## config.mk

```make
export PLATFORM = sky130hd
export DESIGN_NAME = psu_lane
export DESIGN_NICKNAME = d
export VERILOG_FILES = /design/src/rtl/core/psu_pkg.sv /design/src/rtl/core/psu_lane.sv
export SDC_FILE = /design/constraint.sdc
export NUM_CORES = 1
export LEC_CHECK = 0
export ABC_CLOCK_PERIOD_IN_PS = 13760
export BUFFER_PORTS_ARGS = -buffer_cell sky130_fd_sc_hd__buf_2
export CORE_UTILIZATION = 55
export DETAILED_ROUTE_END_ITERATION = 8
export PLACE_DENSITY = 0.79
export RECOVER_POWER = 100
export SETUP_SLACK_MARGIN = 0.1
export SYNTH_ARGS = -nofsm -noshare
export SYNTH_HDL_FRONTEND = slang
export SYNTH_SLANG_ARGS = --single-unit
```

## constraint.sdc

```tcl
create_clock -name vclk -period 13.76
set_input_delay 2.752 -clock vclk [all_inputs]
set_output_delay 2.752 -clock vclk [all_outputs]
set_load 0.005 [all_outputs]
```

## src/rtl/core/psu_pkg.sv

```systemverilog
// Shared constants, types and filter codes for the PNG scanline unfilter block.
`default_nettype none
package psu_pkg;

	// Line store geometry
	localparam int MAX_WIDTH = 4096;
	localparam int COL_W     = $clog2(MAX_WIDTH);

	// Field widths fixed by the stream format
	localparam int CFG_W  = 13;
	localparam int CH_W   = 8;
	localparam int NUM_CH = 4;
	localparam int PIX_W  = CH_W * NUM_CH;
	localparam int FB_W   = 8;

	// Largest legal filter code
	localparam logic [FB_W-1:0] FB_MAX = 8'd4;

	// Row width limits in register units
	localparam logic [CFG_W-1:0] WIDTH_MAX = CFG_W'(MAX_WIDTH);

	// Filter codes
	typedef enum logic [2:0] {
		FLT_NONE  = 3'd0,
		FLT_SUB   = 3'd1,
		FLT_UP    = 3'd2,
		FLT_AVG   = 3'd3,
		FLT_PAETH = 3'd4
	} flt_t;

	// Per-item control carried from the accept stage into the rebuild stage
	typedef struct packed {
		flt_t             flt;
		logic             bad;
		logic             first_row;
		logic             col0;
		logic             last;
		logic             fwd;
		logic [COL_W-1:0] col;
	} s1_ctl_t;

endpackage
`default_nettype wire

```

## src/rtl/core/psu_lane.sv

```systemverilog
// One channel of filter reconstruction: predictor selection and modulo-256 add.
`default_nettype none
module psu_lane
	import psu_pkg::*;
(
	input  flt_t            flt,
	input  wire [CH_W-1:0]  raw,
	input  wire [CH_W-1:0]  a,
	input  wire [CH_W-1:0]  b,
	input  wire [CH_W-1:0]  c,
	output logic [CH_W-1:0] pix
);

	logic signed [CH_W+1:0] pa;
	logic signed [CH_W+1:0] pb;
	logic signed [CH_W+1:0] pc;
	logic signed [CH_W+1:0] da;
	logic signed [CH_W+1:0] db;
	logic signed [CH_W+1:0] dc;
	logic [CH_W-1:0]        paeth;
	logic [CH_W:0]          avg_sum;
	logic [CH_W-1:0]        pred;

	// Paeth distances: |b-c|, |a-c|, |a+b-2c|
	always_comb begin
		da = $signed({2'b00, b}) - $signed({2'b00, c});
		db = $signed({2'b00, a}) - $signed({2'b00, c});
		dc = da + db;
		pa = (da < 0) ? -da : da;
		pb = (db < 0) ? -db : db;
		pc = (dc < 0) ? -dc : dc;
		priority if (pa <= pb && pa <= pc) begin
			paeth = a;
		end else if (pb <= pc) begin
			paeth = b;
		end else begin
			paeth = c;
		end
	end

	assign avg_sum = {1'b0, a} + {1'b0, b};

	// Predictor select; unknown codes never reach here but decode as None
	always_comb begin
		case (flt)
			FLT_SUB:   pred = a;
			FLT_UP:    pred = b;
			FLT_AVG:   pred = avg_sum[CH_W:1];
			FLT_PAETH: pred = paeth;
			default:   pred = '0;
		endcase
	end

	assign pix = raw + pred;

endmodule
`default_nettype wire

```

# == Word level (Yosys, flattened, before mapping) ==
# Index checks and enable logic that the tools add are counted.
# classes
n_reduce_logical,1
n_mux,6
n_addsub,8
n_lt_le_gt_ge,6
eq_ne,4
# ops
cell,n
one-hot mux 8 bit (4 select lines),1
less-or-equal comparator 10 bit,3
two-way mux 10 bit,3
negator 9 -> 10 bit,2
less-than comparator 9 x 1 -> 1 bit (second input constant),2
subtractor 8 x 8 -> 9 bit,2
two-way mux 8 bit,2
adder 9 x 9 -> 10 bit,1
less-than comparator 10 x 1 -> 1 bit (second input constant),1
negator 10 bit,1
adder 8 x 8 -> 9 bit,1
adder 8 bit,1
equality test 3 x 2 -> 1 bit (second input constant),2
equality test 3 x 1 -> 1 bit (second input constant),1
equality test 3 bit (second input constant),1
logical AND 1 bit,1
# word_totals
output_inout_bits,8
wordCells,25
inputBits,35
register_bits,0

# == Depth between registers and ports, before layout ==
# Gate-level depths: netlist (run 1).
# logic_depth
word_depth,9
ltp_mapped,38
ltp_nobuf,37

# == Worst setup path after synthesis (run 1) ==
# No wires, ideal clock.
# synth_timing
path_kind,input port to output port
startpoint,input port b[0]
endpoint,output port pix[7]
path_buffers,1
required_ns,11.008
t_arrival_ns,9.329
setup_slack_ns,1.679
cell_stages,37
cell_sequence,inv_1 > ha_1 > inv_1 > fa_1 > xnor2_1 > inv_1 > ha_1 > nand2_1 > o21ai_1 > a21oi_1 > maj3_1 > a211oi_1 > a211oi_1 > a31oi_2 > nor2b_1 > xnor2_1 > ha_1 > a21o_1 > a21o_1 > a221o_1 > a211oi_1 > mux2i_1 > a22oi_1 > clkbuf_1 > nor2_1 > a21oi_1 > o22ai_1 > ha_1 > a21o_1 > a21oi_1 > o21bai_1 > a21oi_1 > nor2b_1 > o21ai_0 > nand2b_1 > xnor2_1 > xnor2_1
# synth_between
elab_chain_cells,9
word_cells_on_any_way,17
cone_classes,6 x add/sub; 5 x order compare; 5 x mux; 1 x reduce/logical
# synth_rtl
element,line,source
from (decl),psu_lane.sv:9,"input wire [CH_W-1:0] b,"
subtractor 8 x 8 -> 9 bit,psu_lane.sv:26,"da = $signed({2'b00, b}) - $signed({2'b00, c});"
adder 9 x 9 -> 10 bit,psu_lane.sv:28,dc = da + db;
negator 10 bit / less-than comparator 10 x 1 -> 1 bit (equally long branches),psu_lane.sv:31,pc = (dc < 0) ? -dc : dc;
two-way mux 10 bit,psu_lane.sv:31,
less-or-equal comparator 10 bit (on tied branches),"psu_lane.sv:34, psu_lane.sv:32",
two-way mux 8 bit / logical AND 1 bit (equally long branches),"psu_lane.sv:34, psu_lane.sv:32",
two-way mux 8 bit,psu_lane.sv:32,priority if (pa <= pb && pa <= pc) begin
one-hot mux 8 bit (4 select lines) (*),psu_lane.sv:45,case (flt)
adder 8 bit (*),psu_lane.sv:54,assign pix = raw + pred;
to (decl),psu_lane.sv:11,output logic [CH_W-1:0] pix
# Every way passes the cells marked *; elsewhere a longest branch is shown, timed or not.

# == Worst setup path in the final report (run 1) ==
# layout_timing
startpoint,input port a[0]
endpoint,output port pix[7]
# layout_between
elab_chain_cells,9
word_cells_on_any_way,17
cone_classes,6 x add/sub; 5 x order compare; 5 x mux; 1 x reduce/logical
# layout_rtl
element,line,source
from (decl),psu_lane.sv:8,"input wire [CH_W-1:0] a,"
subtractor 8 x 8 -> 9 bit,psu_lane.sv:27,"db = $signed({2'b00, a}) - $signed({2'b00, c});"
adder 9 x 9 -> 10 bit,psu_lane.sv:28,
negator 10 bit / less-than comparator 10 x 1 -> 1 bit (equally long branches),psu_lane.sv:31,
two-way mux 10 bit,psu_lane.sv:31,
less-or-equal comparator 10 bit (on tied branches),"psu_lane.sv:34, psu_lane.sv:32",
two-way mux 8 bit / logical AND 1 bit (equally long branches),"psu_lane.sv:34, psu_lane.sv:32",
two-way mux 8 bit,psu_lane.sv:32,
one-hot mux 8 bit (4 select lines) (*),psu_lane.sv:45,
adder 8 bit (*),psu_lane.sv:54,
# Marked as above.

==> flow_summary.toml, run 1 <==
[layout]
drive_above_1_share_pct = 14.2
clock_buffers = 0
final_cell_mix = "ha_1, inv_1, buf_2, a21oi_1, xnor2_1"
diodes = 0
layout_commonest_cell = "ha_1"
seq_cells = 0
n_fill_cell = 484
synthToLayoutAreaGrowth_pct = 9.40
num-nets-final = 561
layoutNonFillerInstCount = 522
regArea_um2 = 0

[sta]
post-route-period-util_pct = 93.3
period_needed_ns = 12.84
hold_viol_final = 0
rsz0062_at_grt = "no"
slew_viol_final = 0
tightest_slew_ns = 0.570
finalSetupTns_ns = 0
relSlewSlack_pct = 61.5
max_freq_mhz = 77.9
setup_viol_count_final = 0

[placed_design]
dp_hpwl_um = 6590
numPortBuffers = 43
gp_congestion = 0.868
dp.cells = 522

[grt]
antenna_found_initial = 0
grt_use_total_pct = 25.2
grt_max_degree = 15
grt_pass1_vias = 3070
grt_first_pass_wirelength_um = 12600
grt_overflow_total = 0

[power]
seq_power_share_pct = 0
p_int_mw = 0.198
combinationalPowerShare_pct = 100.0
p_sw_share_pct = 54.9
clkPwrFrac_pct = 0
ir_drop_mv = 0.0637
p_sw_mw = 0.241
power-per-cell-area_nw_per_um2 = 129
p_leak_nw = 1.71

[logic_synthesis]
yosys.area.top_type_share_pct = 27.0
yosys_warnings = 0
yosysUniqueCellTypes = 58
synth_seq_area_share_pct = 0
synth_area_leaders = "ha_1, xnor2_1, a21oi_1"
syn_area_per_cell_um2 = 7.51
synthCells = 413
syn_area_um2 = 3100
synth_area_leader_cell = "ha_1"

[run]
maxCapViolCount = 0

[worst_setup_path]
end_kind = "output pin"
start_kind = "input port"
crit_fanout = 9
required_ns = 11.01
critPathTopFamily = "compound AO/OA/AOI/OAI gates"
crit_type = "input port to output pin"
path_buf_inv = 6
cp_slowest_stage_delay_ns = 0.40
cp.arrival_ns = 10.08
critPathSlowestCell = "fa_1"

[die]
die_height_um = 77.1
num_rows = 26
core_area_um2 = 5270
fp.dieW_um = 77.1
ios = 43
die_area_um2 = 5940
initial_core_util_pct = 58.9

[clocking]
cts_setup_buffers = 0

[detailed_routing]
ant_nets = 0
wl_per_cell_um = 14.2
drtPass1Iterations = 4
drcViolationCount = 0
drtIter0Drc = 71
vias = 2983
vias_per_cell = 5.71
wl_um = 7420

[min_path]
min_path_type = "input port to output pin"

[status]
status = "finished, final reports clean"
power groups by stage:
stage          combinational (mW)  sequential (mW)  clock, mW
2_1_floorplan               0.340                0          0
3_3_place_gp                0.420                0          0
3_5_place_dp                0.434                0          0
4_1_cts                     0.436                0          0
5_1_grt                     0.493                0          0
6_report                    0.439                0          0
layout make-up:
class                           instances  area (µm²)  area share, %
Timing Repair Buffer                   45         229           6.75
Multi-Input combinational cell        369        2930           86.5
Tap cell                               70        87.6           2.58
Inverter                               38         143           4.20
worst paths after layout:
check	startpoint	endpoint	slack, ns	depth (start not counted)
max	a[0]	pix[7]	0.92	39
min	raw[0]	pix[0]	5.79	3
logic make-up after synthesis:
family / after synthesis / share of synthesized area (%)
buf+inv: 46 / 5.81
other cells: 2 / 0.242
fa+ha+maj: 77 / 31.9
compound gates: 119 / 25.2
xor+xnor: 54 / 15.5
mux: 17 / 5.73
simple gates: 98 / 15.6
stage by stage:
| step | hold slack, ns | util [%] | total power [mW] | cell area (µm²) | worst slack [ns] |
|---|---|---|---|---|---|
| 6_report | 5.79 | 64.4 | 0.439 | 3390 | 0.924 |
| 5_1_grt | 5.81 | 64.4 | 0.493 | 3390 | 0.243 |
| 4_1_cts | 5.79 | 64.3 | 0.436 | 3390 | 0.813 |
| 3_5_place_dp | 5.79 | 64.3 | 0.434 | 3390 | 0.796 |
| 3_3_place_gp | 5.79 | 64.3 | 0.420 | 3390 | 1.08 |
| 2_1_floorplan | 5.62 | - | 0.340 | 3110 | 1.68 |
routing by layer:
layer / global-route usage [%] / part of all wire (%) / vias up / wire (µm)
met3: 1.55 / 2.2 / 9 / 163
li1: - / - / 1562 / -
met4: 4.34 / 1.1 / 0 / 79
met2: 51.6 / 52 / 44 / 3820
met1: 28.1 / 45 / 1368 / 3350
met5: 0 / 0 / - / 0
cell usage after synthesis (all sizes together), types with 7 or more instances:
cell type / number
xor2: 17
nor2: 34
inv: 38
o21ai: 18
nand2: 18
a21o: 16
o21a: 7
a21oi: 37
ha: 67
xnor2: 37
mux2i: 11
o22ai: 7
nor2b: 11
tightest hold or removal path: stages:
cell,delay [ns]
buf_2,0.08
ha_1,0.11
buf_2,0.10
repair_timing:
item	in CTS	in global routing
hold buffers	0	0
endpoints found under the setup margin	0	1
gates resized for setup	0	1
Power figures use the tool's default switching activity.
==> run 2, diff against run 1 <==
--- a/config.mk
+++ b/config.mk
@@ -5,11 +5,12 @@
 export SDC_FILE = /design/constraint.sdc
 export NUM_CORES = 1
 export LEC_CHECK = 0
+export ABC_AREA = 1
 export ABC_CLOCK_PERIOD_IN_PS = 13760
 export BUFFER_PORTS_ARGS = -buffer_cell sky130_fd_sc_hd__buf_2
 export CORE_UTILIZATION = 55
 export DETAILED_ROUTE_END_ITERATION = 8
-export PLACE_DENSITY = 0.79
+export PLACE_DENSITY = 0.78
 export RECOVER_POWER = 100
 export SETUP_SLACK_MARGIN = 0.1
 export SYNTH_ARGS = -nofsm -noshare
==> run 2 against run 1 <==
Worst setup slack improved by 0.82 ns. Sequential cell count did not move. Largest power group unchanged. Power is 11% lower. Die area grew 8.3%. Hold slack better by 0.026 ns. Cell count up 32%. Combinational power down 11%. Synthesized cell count is 39% higher. Final area up 7.8%.
==> flow_summary.toml, run 2 <==
[sta]
slew_viol_final = 0
post-route-period-util_pct = 87.3
max_freq_mhz = 83.2
tightest_slew_ns = 1.14
finalSetupTns_ns = 0
setup_viol_count_final = 0
layout_setup_ws_ns = 1.74
rsz0062_at_grt = "no"
period_needed_ns = 12.02
relSlewSlack_pct = 23.6
hold_viol_final = 0

[clocking]
holdBufCountCts = 0
cts_setup_buffers = 0
post_cts_resize_count = 0

[layout]
num-nets-final = 725
regArea_um2 = 0
drive_above_1_share_pct = 11.4
final_cell_mix = "nand2_1, inv_1, ha_1, nand3_1, buf_2"
layoutNonFillerInstCount = 691
synthToLayoutAreaGrowth_pct = 8.70
clock_buffers = 0
n_fill_cell = 606
layout_commonest_cell = "nand2_1"
seq_cells = 0
diodes = 0

[power]
power-per-cell-area_nw_per_um2 = 107
p_leak_nw = 2.18
ir_drop_mv = 0.0663

[die]
fp.dieW_um = 80.2
core_area_um2 = 5920
die_area_um2 = 6440
die_height_um = 80.2
initial_core_util_pct = 56.8
ios = 43
num_rows = 28

[detailed_routing]
ant_nets = 0
wl_um = 8890
drcViolationCount = 0
drtIter0Drc = 168
wl_per_cell_um = 12.9
drtPass1Iterations = 5
vias_per_cell = 5.44
vias = 3759

[min_path]
worstHoldPathCells = 3
min_path_type = "input port to output pin"
hold_end = "pix[0]"
hp-start = "raw[0]"

[grt]
grt_max_degree = 16
grt_use_total_pct = 28.7
grt_overflow_total = 0
grt_first_pass_wirelength_um = 14900
grt_pass1_vias = 3320
antenna_found_initial = 0

[run]
maxCapViolCount = 0

[worst_setup_path]
crit_type = "input port to output pin"
cp_slowest_stage_delay_ns = 0.38
cp.arrival_ns = 9.26
crit_fanout = 15
start_kind = "input port"
end_kind = "output pin"
required_ns = 11.01
cp_common_cell = "nand2_1"
critPathSlowestCell = "nand3_1"

[logic_synthesis]
synth_seq_area_share_pct = 0
yosys_warnings = 0
syn_area_um2 = 3370
synth_most_common_cell = "nand2_1"
synthCells = 573
synth_area_leaders = "ha_1, nand2_1, inv_1"
syn_area_per_cell_um2 = 5.87
synth_area_leader_cell = "ha_1"
yosysUniqueCellTypes = 36
yosys.area.top_type_share_pct = 24.9
synth_common_cells = "nand2_1, inv_1, ha_1"

[placed_design]
dp_slack_ns = 1.90
dp_hpwl_um = 7940
numPortBuffers = 43
dp.cells = 691
gp_congestion = 0.879

[status]
status = "finished, final reports clean"
[run 2: cell types whose count changed in the layout (fill, tap and decap cells not counted), sizes merged, moves of 12 or more]
| cell | change |
|---|---|
| nand3 | +38 |
| nand4 | +12 |
| inv | +76 |
| nand2 | +136 |
| a21o | -15 |
| xnor2 | -29 |
[run 2: cell type report]
cell class	count	area, µm²	share of cell area [%]
inverters	114	428	11.7
well taps	75	93.8	2.56
repair buffers	44	216	5.92
multi-input cells	458	2920	79.8
[run 2: kinds of logic (layout without fill, tap and decap cells)]
logic type                 Yosys count  after routing  synth area share (%)
adders and majority gates           72             72                  27.9
xor gates and xnor gates            30             30                  8.25
AOI/OAI and AO/OA                   79             79                  13.5
and+or+nand+nor                    273            273                  36.8
other                                2              4                 0.223
buffers and inverters              117            158                  13.3
[run 2: power breakdown]
group	switching, mW	internal (mW)	total (mW)
clock network	0	0	0
logic	0.242	0.150	0.392
registers	0	0	0
total	0.242	0.150	0.392
[run 2: worst max-delay path: cells and delay by family]
family          cells  cell delay [ns]
simple gates       26             2.96
compound gates      8             1.31
buf+inv             6             0.52
fa+ha+maj           4             1.31
xor+xnor            2             0.44
[run 2: per-layer routing]
| layer | global-route usage, % | up-vias | wire [µm] |
|---|---|---|---|
| li1 | - | 1957 | - |
| met1 | 40.7 | 1681 | 4220 |
| met2 | 48.8 | 117 | 4050 |
| met3 | 1.48 | 4 | 591 |
| met4 | 3.39 | 0 | 28 |
| met5 | 0 | - | 0 |
[run 2: how the worst max path moves through the flow]
| stage | start | to | slack, ns | cells after the start |
|---|---|---|---|---|
| 2_1_floorplan | c[2] | pix[7] | 2.92 | 46 |
| 3_3_place_gp | c[2] | pix[7] | 2.06 | 45 |
| 3_5_place_dp | c[2] | pix[7] | 1.90 | 45 |
| 4_1_cts | c[2] | pix[7] | 1.89 | 45 |
| 5_1_grt | c[2] | pix[7] | 1.10 | 46 |
| 6_report | c[2] | pix[7] | 1.74 | 46 |
[run 2: per-stage QoR]
| step | power (mW) | cell area, µm² | hold WS, ns | utilization, % |
|---|---|---|---|---|
| after floorplan | 0.305 | 3370 | 5.62 | - |
| after global placement | 0.381 | 3670 | 5.82 | 62.0 |
| after detailed placement | 0.391 | 3670 | 5.81 | 62.0 |
| after CTS | 0.393 | 3670 | 5.82 | 62.0 |
| after global routing | 0.455 | 3660 | 5.83 | 61.8 |
| final | 0.392 | 3660 | 5.82 | 61.8 |
==> run 3, diff against run 2 <==
--- a/config.mk
+++ b/config.mk
@@ -8,6 +8,7 @@
 export ABC_AREA = 1
 export ABC_CLOCK_PERIOD_IN_PS = 13760
 export BUFFER_PORTS_ARGS = -buffer_cell sky130_fd_sc_hd__buf_2
+export CORE_MARGIN = 8
 export CORE_UTILIZATION = 55
 export DETAILED_ROUTE_END_ITERATION = 8
 export PLACE_DENSITY = 0.78
==> run 3 against run 2 <==
Wire length is 6.0% higher. First-iteration DRC count rose by 28%. Utilization decreased by 0.13 points. Die area is 38% higher. Power increased by 2.1%. Via count is 1.1% higher.
==> flow_summary.toml, run 3 (synthesis gave the netlist of run 2 again) <==
[layout]
regArea_um2 = 0
layoutNonFillerInstCount = 690
synthToLayoutAreaGrowth_pct = 8.48
utilization_pct = 61.7
drive_above_1_share_pct = 11.2
clock_buffers = 0
diodes = 0
final_cell_area_um2 = 3650
layout_commonest_cell = "nand2_1"
final_cell_mix = "nand2_1, inv_1, ha_1, nand3_1, buf_2"
num-nets-final = 724
seq_cells = 0

[die]
ios = 43
num_rows = 28
die_area_um2 = 8880
core_area_um2 = 5920
initial_core_util_pct = 56.8
fp.dieW_um = 94.2
die_height_um = 94.2

[worst_setup_path]
crit_fanout = 15
critPathTopFamily = "simple AND/OR/NAND/NOR gates"
cp_slowest_stage_delay_ns = 0.37
cp.arrival_ns = 9.32
required_ns = 11.01
crit_type = "input port to output pin"
path_buf_inv = 5
end_kind = "output pin"
start_kind = "input port"
critPathSlowestCell = "a211oi_1"
cp_common_cell = "nand2_1"

[detailed_routing]
wl_um = 9430
vias_per_cell = 5.51
drtPass1Iterations = 5
drcViolationCount = 0
drtIter0Drc = 215
ant_nets = 0
wl_per_cell_um = 13.7
vias = 3799

[grt]
grt_pass1_vias = 3476
grt_first_pass_wirelength_um = 15700
grt_max_degree = 16
grt_use_total_pct = 21.2
antenna_found_initial = 0
grt_overflow_total = 0

[power]
ir_drop_mv = 0.0815
p_leak_nw = 2.17
total_power_mw = 0.401
power-per-cell-area_nw_per_um2 = 110

[placed_design]
dp_slack_ns = 1.86
numPortBuffers = 43
gp_congestion = 0.930
post_dp_cell_area_um2 = 3660
dp.cells = 690
dp_hpwl_um = 8360

[sta]
max_freq_mhz = 82.8
rsz0062_at_grt = "no"
hold_viol_final = 0
tightest_slew_ns = 0.993
hold_slack_ns = 5.82
post-route-period-util_pct = 87.7
finalSetupTns_ns = 0
relSlewSlack_pct = 33.3
period_needed_ns = 12.07
setup_viol_count_final = 0
layout_setup_ws_ns = 1.69
slew_viol_final = 0

[clocking]
post_cts_resize_count = 0
holdBufCountCts = 0
cts_setup_buffers = 0

[status]
status = "finished, final reports clean"

[min_path]
min_path_type = "input port to output pin"

[run]
maxCapViolCount = 0
==> run 3: worst paths after layout <==
check / slack [ns] / from / cells past startpoint / end
setup / recovery: 1.69 / c[2] / 45 / pix[7]
hold / removal: 5.82 / raw[0] / 3 / pix[0]
==> run 3: layer usage <==
metal | up-vias | wire, µm | GRT usage (%)
met1 | 1725 | 4360 | 28.7
met2 | 122 | 4350 | 37.4
met4 | 0 | 31 | 0.793
li1 | 1948 | - | -
met3 | 4 | 682 | 0.959
met5 | - | 0 | 0
==> run 3: area by class of cell <==
class	instances	area, µm²
inverter	114	428
timing repair buffer	43	209
tap	75	93.8
fill	615	2270
multi-input combinational	458	2920
==> run 3: power breakdown <==
group	leakage, nW	total, mW	internal [mW]	switching (mW)
clock network	0	0	0	0
registers	0	0	0	0
logic	2.17	0.401	0.152	0.249
